## src/rtl/mfrs_pkg.sv

```systemverilog
`timescale 1ns / 1ps
`default_nettype none

package mfrs_pkg;

  localparam logic MODE_ADMIT = 1'b0;
  localparam logic MODE_ROUND = 1'b1;

  localparam logic [15:0] SLICE_RESET = 16'd4;

  typedef enum logic [2:0] {
    OC_FINISHED = 3'd0,
    OC_DEMOTED  = 3'd1,
    OC_DROPPED  = 3'd2,
    OC_ZERO     = 3'd3,
    OC_ADMITTED = 3'd4,
    OC_REJECTED = 3'd5,
    OC_IDLE     = 3'd6
  } outcome_t;

  typedef struct packed {
    logic [7:0]  id;
    logic [15:0] burst;
  } task_t;

  typedef struct packed {
    logic        mode;
    logic [7:0]  task_id;
    logic [15:0] burst;
    logic [1:0]  level;
  } cmd_t;

endpackage

`default_nettype wire

```

## src/rtl/mfrs_front.sv

```systemverilog
`timescale 1ns / 1ps
`default_nettype none

module mfrs_front (
  input  wire logic          clk,
  input  wire logic          rst,
  input  wire logic          start,
  output logic               busy,
  input  wire logic          mode,
  input  wire logic [7:0]    task_id,
  input  wire logic [15:0]   burst,
  input  wire logic [1:0]    level,
  output logic               cmd_valid,
  output mfrs_pkg::cmd_t     cmd,
  input  wire logic          cmd_pop
);
  import mfrs_pkg::*;

  // two-entry command queue between accept side and sequencer
  cmd_t       q [2];
  logic       wr_ptr;
  logic       rd_ptr;
  logic [1:0] fill;
  logic       push;
  logic       pop;

  assign busy      = (fill == 2'd2);
  assign cmd_valid = (fill != 2'd0);
  assign cmd       = q[rd_ptr];
  assign push      = start && !busy;
  assign pop       = cmd_pop && cmd_valid;

  always_ff @(posedge clk) begin
    if (rst) begin
      wr_ptr <= 1'b0;
      rd_ptr <= 1'b0;
      fill   <= 2'd0;
    end else begin
      if (push) begin
        q[wr_ptr] <= '{mode: mode, task_id: task_id, burst: burst, level: level};
        wr_ptr    <= !wr_ptr;
      end
      if (pop) begin
        rd_ptr <= !rd_ptr;
      end
      unique case ({push, pop})
        2'b10:   fill <= fill + 2'd1;
        2'b01:   fill <= fill - 2'd1;
        default: fill <= fill;
      endcase
    end
  end

endmodule

`default_nettype wire

```

## src/rtl/mfrs_back.sv

```systemverilog
`timescale 1ns / 1ps
`default_nettype none

module mfrs_back #(
  parameter int LEVELS      = 4,
  parameter int QUEUE_DEPTH = 16
) (
  input  wire logic          clk,
  input  wire logic          rst,
  input  wire logic          quantum_we,
  input  wire logic [15:0]   quantum,
  input  wire logic          cmd_valid,
  input  wire mfrs_pkg::cmd_t cmd,
  output logic               cmd_pop,
  output logic               strobe,
  output logic [7:0]         served_id,
  output logic [1:0]         served_level,
  output logic [2:0]         outcome,
  output logic [15:0]        remaining,
  output logic               last
);
  import mfrs_pkg::*;

  localparam int LW    = $clog2(LEVELS);
  localparam int PW    = (QUEUE_DEPTH > 1) ? $clog2(QUEUE_DEPTH) : 1;
  localparam int CW    = $clog2(QUEUE_DEPTH + 1);
  localparam int DEPTH = LEVELS * QUEUE_DEPTH;
  localparam int AW    = $clog2(DEPTH);

  typedef enum logic [2:0] {
    S_IDLE  = 3'b001,
    S_VISIT = 3'b010,
    S_SERVE = 3'b100
  } state_t;

  state_t        state;
  logic [15:0]   slice_len;
  logic [LW-1:0] cur;
  logic [PW-1:0] head [LEVELS];
  logic [PW-1:0] tail [LEVELS];
  logic [CW-1:0] cnt  [LEVELS];

  task_t         mem [DEPTH];
  task_t         rd_data;
  logic          mem_we;
  logic [AW-1:0] waddr;
  task_t         wdata;
  logic          mem_re;
  logic [AW-1:0] raddr;

  logic          adm_ok;
  logic [LW-1:0] adm_lvl;
  logic          all_empty;
  logic [LW-1:0] lower;
  logic          over;
  logic [15:0]   rem;
  logic          moved;
  logic          below_busy;
  logic          serve_last;
  outcome_t      serve_oc;

  function automatic logic [PW-1:0] ptr_inc(input logic [PW-1:0] p);
    return (p == PW'(QUEUE_DEPTH - 1)) ? '0 : p + 1'b1;
  endfunction

  function automatic logic [AW-1:0] addr_of(input logic [LW-1:0] l, input logic [PW-1:0] p);
    return AW'(AW'(l) * AW'(QUEUE_DEPTH) + AW'(p));
  endfunction

  assign adm_lvl = LW'(cmd.level);
  assign adm_ok  = (32'(cmd.level) < LEVELS) && (cnt[adm_lvl] < CW'(QUEUE_DEPTH));
  assign lower   = cur - LW'(1);
  assign over    = rd_data.burst > slice_len;
  assign rem     = rd_data.burst - slice_len;
  assign moved   = over && (cur != '0) && (cnt[lower] < CW'(QUEUE_DEPTH));
  assign serve_last = !(moved || below_busy);
  assign cmd_pop = (state == S_IDLE) && cmd_valid;

  always_comb begin
    all_empty  = 1'b1;
    below_busy = 1'b0;
    for (int j = 0; j < LEVELS; j++) begin
      if (cnt[j] != '0) begin
        all_empty = 1'b0;
        if (LW'(j) < cur) begin
          below_busy = 1'b1;
        end
      end
    end
  end

  always_comb begin
    priority if (!over) begin
      serve_oc = (rd_data.burst != 16'd0) ? OC_FINISHED : OC_ZERO;
    end else if (moved) begin
      serve_oc = OC_DEMOTED;
    end else begin
      serve_oc = OC_DROPPED;
    end
  end

  always_comb begin
    mem_we = 1'b0;
    waddr  = addr_of(lower, tail[lower]);
    wdata  = '{id: rd_data.id, burst: rem};
    if (state == S_IDLE && cmd_valid && cmd.mode == MODE_ADMIT && adm_ok) begin
      mem_we = 1'b1;
      waddr  = addr_of(adm_lvl, tail[adm_lvl]);
      wdata  = '{id: cmd.task_id, burst: cmd.burst};
    end else if (state == S_SERVE && moved) begin
      mem_we = 1'b1;
    end
  end

  assign mem_re = (state == S_VISIT) && (cnt[cur] != '0);
  assign raddr  = addr_of(cur, head[cur]);

  always_ff @(posedge clk) begin
    if (mem_we) begin
      mem[waddr] <= wdata;
    end
    if (mem_re) begin
      rd_data <= mem[raddr];
    end
  end

  always_ff @(posedge clk) begin
    if (rst) begin
      state     <= S_IDLE;
      strobe    <= 1'b0;
      slice_len <= SLICE_RESET;
      cur       <= '0;
      for (int j = 0; j < LEVELS; j++) begin
        head[j] <= '0;
        tail[j] <= '0;
        cnt[j]  <= '0;
      end
    end else begin
      strobe <= 1'b0;
      if (quantum_we) begin
        slice_len <= quantum;
      end
      unique case (state)
        S_IDLE: begin
          if (cmd_valid) begin
            if (cmd.mode == MODE_ADMIT) begin
              strobe       <= 1'b1;
              served_id    <= cmd.task_id;
              served_level <= cmd.level;
              outcome      <= adm_ok ? OC_ADMITTED : OC_REJECTED;
              remaining    <= cmd.burst;
              last         <= 1'b1;
              if (adm_ok) begin
                tail[adm_lvl] <= ptr_inc(tail[adm_lvl]);
                cnt[adm_lvl]  <= cnt[adm_lvl] + CW'(1);
              end
            end else if (all_empty) begin
              strobe       <= 1'b1;
              served_id    <= 8'd0;
              served_level <= 2'd0;
              outcome      <= OC_IDLE;
              remaining    <= 16'd0;
              last         <= 1'b1;
            end else begin
              cur   <= LW'(LEVELS - 1);
              state <= S_VISIT;
            end
          end
        end
        S_VISIT: begin
          if (cnt[cur] != '0) begin
            head[cur] <= ptr_inc(head[cur]);
            cnt[cur]  <= cnt[cur] - CW'(1);
            state     <= S_SERVE;
          end else if (cur == '0) begin
            state <= S_IDLE;
          end else begin
            cur <= lower;
          end
        end
        S_SERVE: begin
          strobe       <= 1'b1;
          served_id    <= rd_data.id;
          served_level <= 2'(cur);
          outcome      <= serve_oc;
          remaining    <= over ? rem : 16'd0;
          last         <= serve_last;
          if (moved) begin
            tail[lower] <= ptr_inc(tail[lower]);
            cnt[lower]  <= cnt[lower] + CW'(1);
          end
          if (serve_last) begin
            state <= S_IDLE;
          end else begin
            cur   <= lower;
            state <= S_VISIT;
          end
        end
        default: state <= S_IDLE;
      endcase
    end
  end

endmodule

`default_nettype wire

```

## src/rtl/multilevel_feedback_round_scheduler.sv

```systemverilog
`timescale 1ns / 1ps
`default_nettype none

// Multilevel feedback round scheduler: one task FIFO per priority level.
// Commands enter on start when busy is low (mode, task_id, burst, level).
// mode 0 admits a task into a level, mode 1 runs one round that visits the
// levels from highest to lowest and serves each non-empty head once.
// Results leave on served_id/served_level/outcome/remaining/last, valid for
// exactly one cycle while strobe is high; last marks the final result of a
// command. The receiver cannot stall, so every strobe is a transaction.
// A two-entry command queue sits in front of the sequencer; busy is high
// only while that queue is full.
// An admit result is registered from the queued command, and admits can
// follow one per cycle while no round is running. A round is dispatched
// from idle, then passes each empty level and serves each non-empty one
// (one task store read, then compute and write-back); an all-empty round
// gives one idle result. A round gives at most LEVELS results.
// quantum is loaded on quantum_we and should change only when idle.
// Synchronous reset empties all levels, drops queued commands and sets
// the time slice to 4; the task store itself is not cleared.
module multilevel_feedback_round_scheduler #(
  parameter int LEVELS      = 4,
  parameter int QUEUE_DEPTH = 16
) (
  input  wire logic        clk,
  input  wire logic        rst,
  input  wire logic        start,
  output logic             busy,
  input  wire logic        mode,
  input  wire logic [7:0]  task_id,
  input  wire logic [15:0] burst,
  input  wire logic [1:0]  level,
  input  wire logic        quantum_we,
  input  wire logic [15:0] quantum,
  output logic             strobe,
  output logic [7:0]       served_id,
  output logic [1:0]       served_level,
  output logic [2:0]       outcome,
  output logic [15:0]      remaining,
  output logic             last
);
  import mfrs_pkg::*;

  cmd_t cmd;
  logic cmd_valid;
  logic cmd_pop;

  mfrs_front u_front (
    .clk       (clk),
    .rst       (rst),
    .start     (start),
    .busy      (busy),
    .mode      (mode),
    .task_id   (task_id),
    .burst     (burst),
    .level     (level),
    .cmd_valid (cmd_valid),
    .cmd       (cmd),
    .cmd_pop   (cmd_pop)
  );

  mfrs_back #(
    .LEVELS      (LEVELS),
    .QUEUE_DEPTH (QUEUE_DEPTH)
  ) u_back (
    .clk           (clk),
    .rst           (rst),
    .quantum_we    (quantum_we),
    .quantum       (quantum),
    .cmd_valid     (cmd_valid),
    .cmd           (cmd),
    .cmd_pop       (cmd_pop),
    .strobe        (strobe),
    .served_id     (served_id),
    .served_level  (served_level),
    .outcome       (outcome),
    .remaining     (remaining),
    .last          (last)
  );

endmodule

`default_nettype wire

```

## config.mk

```make
export PLATFORM = sky130hd
export DESIGN_NAME = multilevel_feedback_round_scheduler
export DESIGN_NICKNAME = d
export VERILOG_FILES = /design/src/rtl/mfrs_pkg.sv /design/src/rtl/mfrs_front.sv /design/src/rtl/mfrs_back.sv /design/src/rtl/multilevel_feedback_round_scheduler.sv
export SDC_FILE = /design/constraint.sdc
export NUM_CORES = 2
export LEC_CHECK = 0
export BUFFER_PORTS_ARGS = -buffer_cell sky130_fd_sc_hd__buf_2
export CAP_MARGIN = 20
export CORE_ASPECT_RATIO = 2
export CORE_MARGIN = 4
export CORE_UTILIZATION = 45
export CTS_BUF_LIST = sky130_fd_sc_hd__clkbuf_16
export CTS_CLUSTER_DIAMETER = 120
export CTS_CLUSTER_SIZE = 8
export DETAILED_ROUTE_END_ITERATION = 6
export HOLD_SLACK_MARGIN = 0.02
export PLACE_DENSITY = 0.59
export SYNTH_ARGS = -nofsm -noshare
export SYNTH_HDL_FRONTEND = slang
export SYNTH_SLANG_ARGS = --single-unit
export TNS_END_PERCENT = 30
```

## constraint.sdc

```tcl
create_clock -name clk -period 5.5 [get_ports clk]
set_input_delay 0.55 -clock clk [delete_from_list [all_inputs] [get_ports clk]]
set_output_delay 0.55 -clock clk [all_outputs]
set_load 0.05 [all_outputs]
```

==> impl_metrics.ini <==
[status]
status = finished, final reports clean

[hold_path]
worstHoldPathCells = 2
hold_start = rst
hold_path_class = in2reg
hold-path-endpoint = u_front.fill[0]

[power_and_ir_drop]
irDropWorstVdd_mv = 0.341
fin_total_pwr_mw = 42.0
p_per_area_nw_per_um2 = 515
power_leakage_nw = 27.4

[timing]
period_share_pct = 88.0
relSlewSlack_pct = 25.3
fin_skew_ns = 0.0756
fmax_ghz = 0.207
setup_viol = 0
rsz0062_at_grt = false
maxSlewViolCount = 0
finalCriticalPeriod_ns = 4.84
worst_pin_slew_ns = 1.12
hold_viol = 0

[clock_tree]
clkSinkCount = 1725
clkTransAtPathRegs_ns = 0.06
htree_levels = 4
clock_path_buffers = 4
cts_tree = done
insertion_delay_ns = 0.87
cts-root-buf = clkbuf_16
post_cts_buffers = 0
numCtsBuffers = 241

[route]
avgRoutedWirePerCell_um = 28.7
dr_wl_met2_mm = 113
ant_nets = 0
drt_pass1_iterations = 6
top_layer_used = met4
wirelength_mm = 211
viasPerCell = 5.99
met1_length_mm = 71.4
first_iter_violations = 3659
drc_errors = 0
num_vias = 43900
route.met3.wl_mm = 10.7

[floorplanning]
dieArea_um2 = 163000
pin_count = 79
die_w_um = 287
initial_utilization_pct = 45.3
die_y_um = 566
core_area_um2 = 155000
placementRows = 204

[synth]
synth-async-reset-ratio_pct = 0
ys_seq_area_share_pct = 73.4
synth-edff-count = 1696
synthCells = 4952
synthFlopType = edfxtp_1
synth_fp_nets = 5026
yosysWarnings = 0
syn_area_per_cell_um2 = 14.2
synth-seq-cells = 1725
syn-cell-area_um2 = 70100
yosys.cell_types.count = 74

[grt]
grt_max_degree = 139
grt_use_total_pct = 25.3
grt_pass1_wl_mm = 301
antenna_found_initial = 3
grt_pass1_vias = 44600
grt_overflow_total = 0

[critical_path]
endpoint_kind = flop
r2r_end = u_back.rd_data[15]
arrival_ns = 5.30
crit_slowest_cell = a211oi_1
crit_chain = mux2i_1 -> mux2_8 -> inv_8 -> buf_12 -> nand2_1 -> and3_1 -> a311oi_1 -> nor4_1 -> a211oi_1
required_ns = 5.96
path_delay_family = compound AO/OA/AOI/OAI gates
worst_r2r_path_depth = 9
reg2reg_slack_ns = 0.66
cp_num_buf_inv = 2
slowest_delay_ns = 0.96
worstPathMaxFanout = 104
critical_path_class = reg2reg
startpoint_type = flop

[placed_design]
dpl-instance-area_um2 = 74800
hpwl_mm = 129
gp_congestion = 0.919
io_buffers = 78

[finish]
layout.nets = 5299
area_growth_pct = 16.2
register_area_um2 = 51500
fin_area_um2 = 81500
fillers = 12700
drive_gt1_share_pct = 14.1
multi_input_comb_area_um2 = 17900

[flow_run]
maxCapViolations = 0
==> synthesized netlist by cell type, drive strengths merged, types with 5 or more instances <==
| cell type | count | share of area [%] |
|---|---|---|
| a22o | 25 | 0.31 |
| xnor2 | 13 | 0.16 |
| a31oi | 8 | 0.071 |
| a21oi | 46 | 0.33 |
| o22ai | 16 | 0.14 |
| nand2b | 9 | 0.080 |
| mux2 | 31 | 0.50 |
| nand4 | 8 | 0.071 |
| mux2i | 116 | 1.7 |
| ha | 26 | 0.46 |
| clkbuf | 205 | 1.1 |
| nor4 | 106 | 0.95 |
| a211oi | 220 | 2.4 |
| inv | 36 | 0.19 |
| and3 | 178 | 1.6 |
| dfxtp | 29 | 0.83 |
| nand4b | 5 | 0.062 |
| a21o | 8 | 0.086 |
| o21ai | 61 | 0.45 |
| and2 | 11 | 0.098 |
| nand3 | 11 | 0.078 |
| nor3 | 28 | 0.20 |
| or2 | 5 | 0.045 |
| buf | 134 | 1.0 |
| nor2 | 147 | 0.79 |
| a311oi | 362 | 4.5 |
| mux4 | 15 | 0.52 |
| nor2b | 207 | 1.8 |
| xor2 | 14 | 0.17 |
| or4 | 7 | 0.075 |
| nand2 | 1118 | 6.0 |
| edfxtp | 1696 | 73 |
==> flip-flops by register name (all words and copies together), names as in the netlist, named ones only <==
| register | count |
|---|---|
| u_back.remaining | 16 |
| u_back.cur | 2 |
| u_back.slice_len | 16 |
| u_back.last | 1 |
| u_back.mem | 1536 |
| u_back.strobe | 1 |
| u_back.tail | 16 |
| u_back.state | 3 |
| u_back.outcome | 3 |
| u_front.q | 54 |
| u_back.rd_data | 24 |
| u_back.cnt | 20 |
| u_front.fill | 2 |
| u_back.served_id | 8 |
| u_front.wr_ptr | 1 |
| u_front.rd_ptr | 1 |
| u_back.served_level | 2 |
| u_back.head | 16 |
==> routing by layer <==
layer / up-vias / track usage, %
li1: 19400 / -
met1: 22300 / 27.3
met2: 1681 / 47.0
met3: 514 / 2.65
met4: 0 / 15.8
met5: - / 0
==> through the flow <==
stage / TNS, ns / std cells / setup WS, ns / utilization [%] / hold slack [ns]
3_5_place_dp: 0 / 6999 / 0.611 / 48.4 / 0.482
2_1_floorplan: -0.949 / 4952 / -0.0198 / - / 0.459
3_3_place_gp: 0 / 6994 / 0.621 / 48.3 / 0.470
5_1_grt: 0 / 7325 / 0.443 / 52.7 / 0.208
6_report: 0 / 7326 / 0.662 / 52.7 / 0.160
4_1_cts: 0 / 7324 / 0.579 / 52.7 / 0.123
==> worst max-delay path by stage <==
stage | slack (ns) | cells past startpoint | start | endpoint
floorplan | -0.02 | 11 | u_back.cur[0] | u_back.mem[38][0]
global placement | 0.62 | 12 | flop | u_back.rd_data[18]
detailed placement | 0.61 | 12 | flop | u_back.rd_data[18]
CTS | 0.58 | 12 | flop | u_back.rd_data[18]
global route | 0.44 | 12 | flop | u_back.rd_data[18]
finish | 0.66 | 9 | flop | u_back.rd_data[15]
==> cell usage in the layout, fill, tap and decap left out, drive strengths merged, types with 5 or more instances in the layout <==
cell type       n
o22ai          16
and3          178
mux4           15
nand2        1118
nand4b          5
nor4          106
dlygate4sd3    43
a211oi        220
a21o            8
nand4           8
a22o           25
nor2          147
nor3           28
xnor2          13
nand3          11
mux2i         116
or4             7
nor2b         207
and2           11
inv            75
edfxtp       1696
nand2b          9
o21ai          61
a311oi        362
a21oi          46
buf           326
ha             26
dfxtp          29
or2             5
mux2           31
a31oi           8
clkbuf        242
xor2           14
==> power by group <==
part           leakage, nW  switching [mW]  total [mW]  internal (mW)
registers             15.6           0.145        16.2           16.0
logic                 8.61            9.50        13.1           3.56
clock network         3.20            5.10        12.7           7.65
total                 27.4            14.7        42.0           27.2
==> worst register-to-register path, delay by kind of cell, from the launching register on <==
kind | cells | cell delay [ns]
buf+inv | 2 | 1.10
mux | 2 | 0.70
compound gates | 2 | 1.37
simple gates | 3 | 0.62
flops | 1 | 0.71
==> what timing repair did <==
action,in CTS,in global routing
hold buffers,43,0
resized for setup,0,0
endpoints found under the hold margin,70,0
==> kinds of logic (layout without fill, tap and decap cells) <==
logic type               after synthesis  count (layout)  synth area share, %
AND/OR/NAND/NOR                     1852            1852                 12.0
AO/OA/AOI/OAI                        782             782                 8.71
flip-flops                          1725            1725                 73.4
multiplexers                         162             162                 2.68
buffers and inverters                377             689                 2.31
other                                  0               2                    0
XOR/XNOR                              27              27                0.337
adder cells (fa/ha/maj)               27              27                0.492
==> layout make-up <==
cell class,count,share of cell area [%]
multi-input cells,2850,21.9
flip-flops and latches,1725,63.2
repair buffers,369,3.85
well taps,2060,3.16
inverters,38,0.193
clock buffers,242,7.43
diodes,2,0.00614
clock inverters,40,0.233
(Power assumes the default switching activity.)
